**src/rtl/core/csp_pkg.sv**
```systemverilog
// Shared types and codes for the capability slot pool.
`default_nettype none
package csp_pkg;

   localparam int KIND_W = 2;
   localparam int ID_W = 8;
   localparam int TYPE_W = 3;
   localparam int WORD_W = 64;
   localparam int STATUS_W = 2;
   localparam int RID_W = 6;

   // Request kinds.
   localparam logic [KIND_W-1:0] KIND_ALLOC = 2'd0;
   localparam logic [KIND_W-1:0] KIND_DESTROY = 2'd1;
   localparam logic [KIND_W-1:0] KIND_LOOKUP = 2'd2;
   localparam logic [KIND_W-1:0] KIND_CHECK = 2'd3;

   // Result status codes.
   localparam logic [STATUS_W-1:0] STATUS_OK = 2'd0;
   localparam logic [STATUS_W-1:0] STATUS_EXHAUSTED = 2'd1;
   localparam logic [STATUS_W-1:0] STATUS_BAD_ID = 2'd2;
   localparam logic [STATUS_W-1:0] STATUS_MISMATCH = 2'd3;

   typedef enum logic {
      ST_IDLE,
      ST_EXEC
   } csp_state_type;

   // One stored capability entry.
   typedef struct packed {
      logic [TYPE_W-1:0] etype;
      logic [WORD_W-1:0] word_a;
      logic [WORD_W-1:0] word_b;
   } csp_entry_type;

   // Update to the in-use bits.
   typedef struct packed {
      logic claim;
      logic release_slot;
   } csp_slot_op_type;

endpackage
`default_nettype wire

```
**src/rtl/core/csp_alloc.sv**
```systemverilog
// In-use bits of the pool with the lowest-free-slot priority encoder.
`default_nettype none
module csp_alloc #(
   parameter int POOL_DEPTH = 64,
   parameter int IDX_W = 6
) (
   input  wire logic                    clock,
   input  wire logic                    reset,
   input  wire csp_pkg::csp_slot_op_type op,
   input  wire logic [IDX_W-1:0]        release_idx,
   input  wire logic [IDX_W-1:0]        query_idx,
   output      logic                    query_in_use,
   output      logic                    free_found,
   output      logic [IDX_W-1:0]        free_idx
);

   logic [POOL_DEPTH-1:0] in_use_ff;
   logic [POOL_DEPTH-1:0] in_use_in;

   // Scan from the top so that the lowest free slot wins.
   always_comb begin
      free_found = 1'b0;
      free_idx = '0;
      for (int i = POOL_DEPTH - 1; i >= 0; i--) begin
         if (!in_use_ff[i]) begin
            free_found = 1'b1;
            free_idx = IDX_W'(i);
         end
      end
   end

   assign query_in_use = in_use_ff[query_idx];

   always_comb begin
      in_use_in = in_use_ff;
      if (op.claim && free_found) begin
         in_use_in[free_idx] = 1'b1;
      end
      if (op.release_slot) begin
         in_use_in[release_idx] = 1'b0;
      end
   end

   always_ff @(posedge clock) begin
      if (reset) begin
         in_use_ff <= '0;
      end else begin
         in_use_ff <= in_use_in;
      end
   end

endmodule
`default_nettype wire

```
**config.mk**
```make
export PLATFORM = sky130hd
export DESIGN_NAME = csp_alloc
export DESIGN_NICKNAME = d
export VERILOG_FILES = /design/src/rtl/core/csp_pkg.sv /design/src/rtl/core/csp_alloc.sv
export SDC_FILE = /design/constraint.sdc
export NUM_CORES = 1
export LEC_CHECK = 0
export BUFFER_PORTS_ARGS = -buffer_cell sky130_fd_sc_hd__clkbuf_2
export CAP_MARGIN = 20
export CORE_ASPECT_RATIO = 1.25
export CORE_MARGIN = 2
export CORE_UTILIZATION = 40
export CTS_CLUSTER_DIAMETER = 40
export DETAILED_ROUTE_END_ITERATION = 6
export GPL_ROUTABILITY_DRIVEN = 0
export GPL_TIMING_DRIVEN = 0
export SLEW_MARGIN = 20
export SYNTH_ARGS = -nofsm -noshare
export SYNTH_HDL_FRONTEND = slang
export SYNTH_SLANG_ARGS = --single-unit
export TNS_END_PERCENT = 5
```
**constraint.sdc**
```tcl
create_clock -name clock -period 2.2 [get_ports clock]
set_input_delay 0.11 -clock clock [delete_from_list [all_inputs] [get_ports clock]]
set_output_delay 0.11 -clock clock [all_outputs]
set_load 0.01 [all_outputs]
```
==> results of run 1 <==
[logic make-up (layout without fill, tap and decap cells)]
logic type | after synthesis | after routing | synth area share [%]
flip-flops | 64 | 64 | 29.05
AND/OR/NAND/NOR | 159 | 159 | 19.83
buffers and inverters | 77 | 120 | 6.752
multiplexers | 21 | 21 | 10.81
AO/OA/AOI/OAI | 241 | 241 | 33.56
[how the worst max path moves through the flow]
stage / start / end / slack [ns] / depth (start not counted)
after floorplan: query_idx[0] / query_in_use / 0.03 / 5
after global placement: in_use_ff[38] / in_use_ff[45] / -0.93 / 7
after detailed placement: in_use_ff[38] / in_use_ff[45] / -0.89 / 7
after CTS: in_use_ff[63] / query_in_use / -0.22 / 4
after global routing: in_use_ff[63] / query_in_use / -0.26 / 4
final: in_use_ff[63] / query_in_use / -0.23 / 4
[per-layer routing]
| metal | vias up | share of wire [%] | global-route usage [%] |
|---|---|---|---|
| li1 | 2216 | - | - |
| met1 | 2436 | 39 | 35.81 |
| met2 | 311 | 46 | 44.86 |
| met3 | 75 | 9.4 | 3.975 |
| met4 | 0 | 5.8 | 18.66 |
| met5 | - | 0 | 0 |
[final cells by class]
cell class	count	area (um2)	share of cell area, %
flip-flops and latches	64	1359	25.01
clock inverters	4	52.55	0.9673
inverters	52	195.2	3.593
multi-input cells	421	3109	57.23
clock buffers	12	256.5	4.721
well taps	132	165.2	3.040
plain buffers	22	107.6	1.981
repair buffers	30	187.7	3.455
[stage by stage]
step | TNS, ns | util, % | setup WS [ns] | instances
4_1_cts | -3.403 | 49.27 | -0.2214 | 731
6_report | -5.897 | 50.93 | -0.2326 | 737
3_3_place_gp | -30.51 | 43.61 | -0.9330 | 709
2_1_floorplan | 0 | - | 0.03160 | 562
3_5_place_dp | -29.14 | 43.77 | -0.8938 | 710
5_1_grt | -8.371 | 50.93 | -0.2640 | 737
[power by group through the flow]
stage,clock network [W],registers (W),logic [W]
finish,0.00149,0.00116,0.000224
global route,0.00154,0.00116,0.000236
CTS,0.00149,0.00116,0.000214
detailed placement,0,0.00119,0.000201
global placement,0,0.00119,0.000197
floorplan,0,0.00119,0.000128
[timing repair]
| item | in CTS | in global routing |
|---|---|---|
| gates resized for setup | 65 | 48 |
| hold buffers | 0 | 0 |
| pin swaps | 14 | 21 |
| setup buffers | 7 | 7 |
| endpoints found under the setup margin | 64 | 67 |
[synthesized netlist by cell type, drive strengths merged (2+ instances only)]
cell type	n
o211ai	4
o21bai	3
a31oi	5
and4	8
o21ai	70
nor2	34
o31ai	4
a21oi	105
nor3b	5
a311oi	8
inv	52
mux4	21
and2	5
a21o	2
nand2b	7
a211oi	14
nor4	6
and3	5
dfxtp	64
nor3	12
nand3	18
nand4	18
o21a	2
o221ai	2
nor4b	2
nor2b	7
a2111oi	5
buf	9
o2111ai	3
a221oi	7
clkbuf	16
nand2	28
[worst min-delay path: cells and delay by family]
kind / cells / cell delay (ns)
AOI/OAI and AO/OA: 1 / 0.23
buffers and inverters: 1 / 0.11
and+or+nand+nor: 1 / 0.09
==> impl_results.md, run 1 <==
- H-tree levels: 3
- Largest register FFs: 64
- Wire length per cell: 23.51 um
- DR vias/cell: 6.836
- Worst-Margin Slew: 1.127 ns
- Outcome: finished, violations left
- Most frequent cells in the layout: a21oi_1, o21ai_0, inv_1
- Total congestion overflow: 0
- Reg2Reg Depth: 7
- Pleak: 1.555 nW
- Biggest regs: in_use_ff x64
- RSZ-0062 raised after global routing: true
- Cells along the critical path: mux4_2 -> mux4_2 -> mux4_2 -> clkbuf_2
- Slew HR: 24.58%
- Critical R2R Launch: in_use_ff[47]
- Largest cells by area after synthesis: dfxtp_1, a21oi_1, mux4_2, o21ai_0, inv_1
- Hold path depth: 3
- Avg Inst Size Synth: 7.848 um2
- Ys flop type: dfxtp_1
- Clock Latency Late Sink: 0.34 ns
- Hold_ws: 0.2596 ns
- Dpl hpwl: 11.82 mm
- Ys async rst share: 0%
- Worst hold start: release_idx[2]
- Pint: 0.002162 W
- Slack of the critical path: -0.2326 ns
- Starting Density: 41.34%
- Clock share of power: 51.8%
- # DRC: 0
- Clk_skew: 0.001983 ns
- Max-slew violation count: 0
- CTS tree: done
- Net count of the finished layout: 616
- Syn Inst Count: 562
- DP Area: 4669 um2
- Setup Viol. Count Final: 54
- Commonest non-fill, non-tap cell in the layout: a21oi_1
- FF+latch count, synth: 64
- Overall Power: 0.002869 W
- Synth-to-layout area growth: 23.18%
- Die Wd: 97.92 um
- CP dominant cell by count: mux4_2
- Comb power frac: 7.8%
- Drt pass-1 iters: 5
- Root Driver: clkbuf_16
- Synth Net Count: 578
- GRT Total Usage: 28.29%
- Drt initial violations: 565
- Max-cap viol count: 0
- Pwr/cell area: 528.1 nW/um2
- Core box area: 10670 um2
- Die Area: 11890 um2
- Largest net degree at the start of global routing: 12
- Port Buffer Count: 15
- Critical R2R Capture: in_use_ff[3]
- Post-route cell area: 5433 um2
- Worst EP arrival: 2.32 ns
- Worst path required time: 2.09 ns
- Buffers and inverters on the worst path: 1
- Final ANT Viol Nets: 0
- Worst VDD drop: 0.0003779 V
- Initial antenna violation count: 0
- Most flops, register: in_use_ff
- Share of cells above drive strength 1: 28.26%
- Post-synth EDFFs: 0
- Final Cycle Share: 110.6%
- Register area share after synthesis: 29.05%
- Critical-path maximum fanout: 6
- Via count: 5038
- Top-level I/O count: 24
- Cell class contributing the biggest share of worst-path delay: multiplexers
- Worst Setup End Kind: primary output
- Clock buffer depth: 2
- Failing checks: negative setup slack
- Fmax: 411.1 MHz
- Hold Path Class: input pin to flop
- CP max-delay cell: mux4_2
- # rows: 42
- Synthesized area: 4410 um2
- CTS clk-pin slew, worst paths: 0.05 ns
- CTS Buf Count: 9
- Synth unique cells: 57
- Critical setup path kind: flop to primary output
- First-pass GRT wire length: 25.47 mm
- Startpoint Class: flop
- Fillers: 1041
- Sw power: 0.0007068 W
- Seq pwr share: 40.4%
- Syn. warnings: 0
- Crit-path max cell delay: 0.53 ns
- Antenna diode count: 0
- Synth top area share: 29.05%
- Die H: 121.4 um
- CTS sink cnt: 64
- Area leader, netlist: dfxtp_1
- Fin. Hold Viols: 0
- Hold Path End: in_use_ff[40]
- Reg2reg setup slack: -0.19 ns
- Vias in the first global route: 4422
- DRT Wirelength: 17.33 mm
- Min cycle time layout: 2.433 ns
- Switch share: 24.64%
(Power assumes the default switching activity.)
==> inputs of run 2 (changes only) <==
--- a/config.mk
+++ b/config.mk
@@ -14,6 +14,7 @@
 export DETAILED_ROUTE_END_ITERATION = 6
 export GPL_ROUTABILITY_DRIVEN = 0
 export GPL_TIMING_DRIVEN = 0
+export PLACE_DENSITY = 0.66
 export SLEW_MARGIN = 20
 export SYNTH_ARGS = -nofsm -noshare
 export SYNTH_HDL_FRONTEND = slang
==> constraint.sdc (replaced) <==
create_clock -name clock -period 2.06 [get_ports clock]
set_input_delay 0.103 -clock clock [delete_from_list [all_inputs] [get_ports clock]]
set_output_delay 0.103 -clock clock [all_outputs]
set_load 0.01 [all_outputs]
==> run 2 against run 1 <==
The run still ends with negative setup slack left. Final cell count rose by 0.95%. Clock skew rose by 0.0058 ns. Global-route usage rose by 0.17 points. Non-clock buffer count rose by 7. Sequential cell count did not move. Core utilization rose by 1.0 points. Hold slack improved by 0.0022 ns. Design area rose by 2.0%. Count of clock-buffer cells in the layout rose by 2. Critical path depth did not move. Critical path type unchanged. Critical endpoint unchanged. Largest power group unchanged.
==> impl_results.md, run 2 (same netlist as run 1, synthesis figures left out) <==
- Outcome: finished, violations left
- Failing checks: negative setup slack
- Largest net degree at the start of global routing: 11
- Initial antenna violation count: 0
- Net count of the finished layout: 623
- Top-level I/O count: 24
- # rows: 42
- Die Area: 11890 um2
- Fillers: 1007
- Worst-Margin Slew: 1.112 ns
- Critical R2R Launch: in_use_ff[38]
- # DRC: 0
- Core box area: 10670 um2
- Most frequent cells in the layout: a21oi_1, o21ai_0, inv_1
- Post-route cell area: 5542 um2
- Max-slew violation count: 0
- Antenna diode count: 0
- Startpoint Class: flop
- Synth-to-layout area growth: 25.65%
- Die H: 121.4 um
- H-tree levels: 3
- Worst hold start: release_idx[2]
- Finished Core Util: 51.95%
- Clock buffer depth: 2
- Slack of the critical path: -0.3784 ns
- Hold path depth: 3
- CTS clk-pin slew, worst paths: 0.05 ns
- Root Driver: clkbuf_16
- Reg2Reg Depth: 8
- First-pass GRT wire length: 25.85 mm
- GRT Total Usage: 28.46%
- Hold_ws: 0.2618 ns
- Slew HR: 25.31%
- Max-cap viol count: 0
- Sw power: 0.0007166 W
- Min cycle time layout: 2.438 ns
- Drt pass-1 iters: 6
- Hold Path End: in_use_ff[40]
- Fin. Hold Viols: 0
- Fmax: 410.1 MHz
- RSZ-0062 raised after global routing: true
- Final ANT Viol Nets: 0
- Via count: 4986
- CTS sink cnt: 64
- Clock Latency Late Sink: 0.34 ns
- Biggest regs: in_use_ff x64
- Worst VDD drop: 0.0005474 V
- Most flops, register: in_use_ff
- Worst path required time: 1.96 ns
- Hold Path Class: input pin to flop
- Worst Setup End Kind: primary output
- Final Cycle Share: 118.4%
- Pint: 0.002367 W
- Worst EP arrival: 2.34 ns
- CTS Buf Count: 9
- Dpl hpwl: 11.57 mm
- CTS tree: done
- Pwr/cell area: 556.5 nW/um2
- DP Area: 4683 um2
- Clock share of power: 52.5%
- Total congestion overflow: 0
- Seq pwr share: 39.9%
- Critical-path maximum fanout: 7
- Largest register FFs: 64
- Port Buffer Count: 15
- Drt initial violations: 497
- DRT Wirelength: 16.82 mm
- Share of cells above drive strength 1: 28.92%
- Clk_skew: 0.007821 ns
- Register area: 1380 um2
- Commonest non-fill, non-tap cell in the layout: a21oi_1
- Comb power frac: 7.6%
- Setup total negative slack: -14.65 ns
- Pleak: 1.615 nW
- DR vias/cell: 6.702
- Setup Viol. Count Final: 64
- Vias in the first global route: 4642
- Pre-CTS setup slack: -0.8168 ns
- Switch share: 23.24%
- Reg2reg setup slack: -0.33 ns
- Die Wd: 97.92 um
- Critical setup path kind: flop to primary output
- Critical R2R Capture: in_use_ff[30]
- Starting Density: 41.34%
- CTS Hold Bufs: 0
- Area of the multi-input gates: 3095 um2
- Wire length per cell: 22.60 um
-- run 2: layout make-up --
cell class,instances,area share (%)
plain buffers,22,1.784
inverters,52,3.522
clock buffers,14,5.125
well taps,132,2.980
clock inverters,2,0.6322
multi-input cells,421,55.86
flip-flops and latches,64,24.90
repair buffers,37,5.193
-- run 2: stage by stage --
| step | total power, W | instances |
|---|---|---|
| after CTS | 0.003096 | 731 |
| after global placement | 0.001484 | 709 |
| final | 0.003084 | 744 |
| after global routing | 0.003188 | 744 |
| after floorplan | 0.001412 | 562 |
| after detailed placement | 0.001488 | 710 |
-- run 2: power by group through the flow --
stage | logic (W) | registers [W] | clock network, W
global route | 0.000250 | 0.00123 | 0.00171
floorplan | 0.000138 | 0.00127 | 0
detailed placement | 0.000213 | 0.00128 | 0
CTS | 0.000224 | 0.00124 | 0.00164
global placement | 0.000209 | 0.00127 | 0
finish | 0.000236 | 0.00123 | 0.00162
-- run 2: how the worst max path moves through the flow --
stage	start	endpoint	slack [ns]	cells past startpoint
6_report	in_use_ff[59]	query_in_use	-0.38	4
5_1_grt	in_use_ff[18]	in_use_ff[5]	-0.43	7
4_1_cts	in_use_ff[59]	query_in_use	-0.34	4
3_5_place_dp	in_use_ff[38]	in_use_ff[13]	-0.82	7
3_3_place_gp	in_use_ff[38]	in_use_ff[13]	-0.86	7
2_1_floorplan	in_use_ff[56]	in_use_ff[7]	-0.02	7
-- run 2: what timing repair did --
action,in CTS,in global routing
setup endpoints to repair,69,67
gates resized for setup,89,24
buffers inserted,8,13
pin swaps,14,6
endpoints found under the hold margin,0,0
-- run 2: critical path, cell delays in order, from the launching register on --
cell and delay (ns):
dfxtp_4 0.36, mux4_2 0.47, mux4_2 0.53, mux4_2 0.50, buf_6 0.14
-- run 2: layer usage --
layer,share of wire [%],wire (um),track usage [%],vias up
li1,-,-,-,2237
met1,37,6178,35.18,2345
met2,46,7662,44.73,319
met3,12,1968,7.892,85
met4,6.0,1009,15.80,0
met5,0,0,0,-
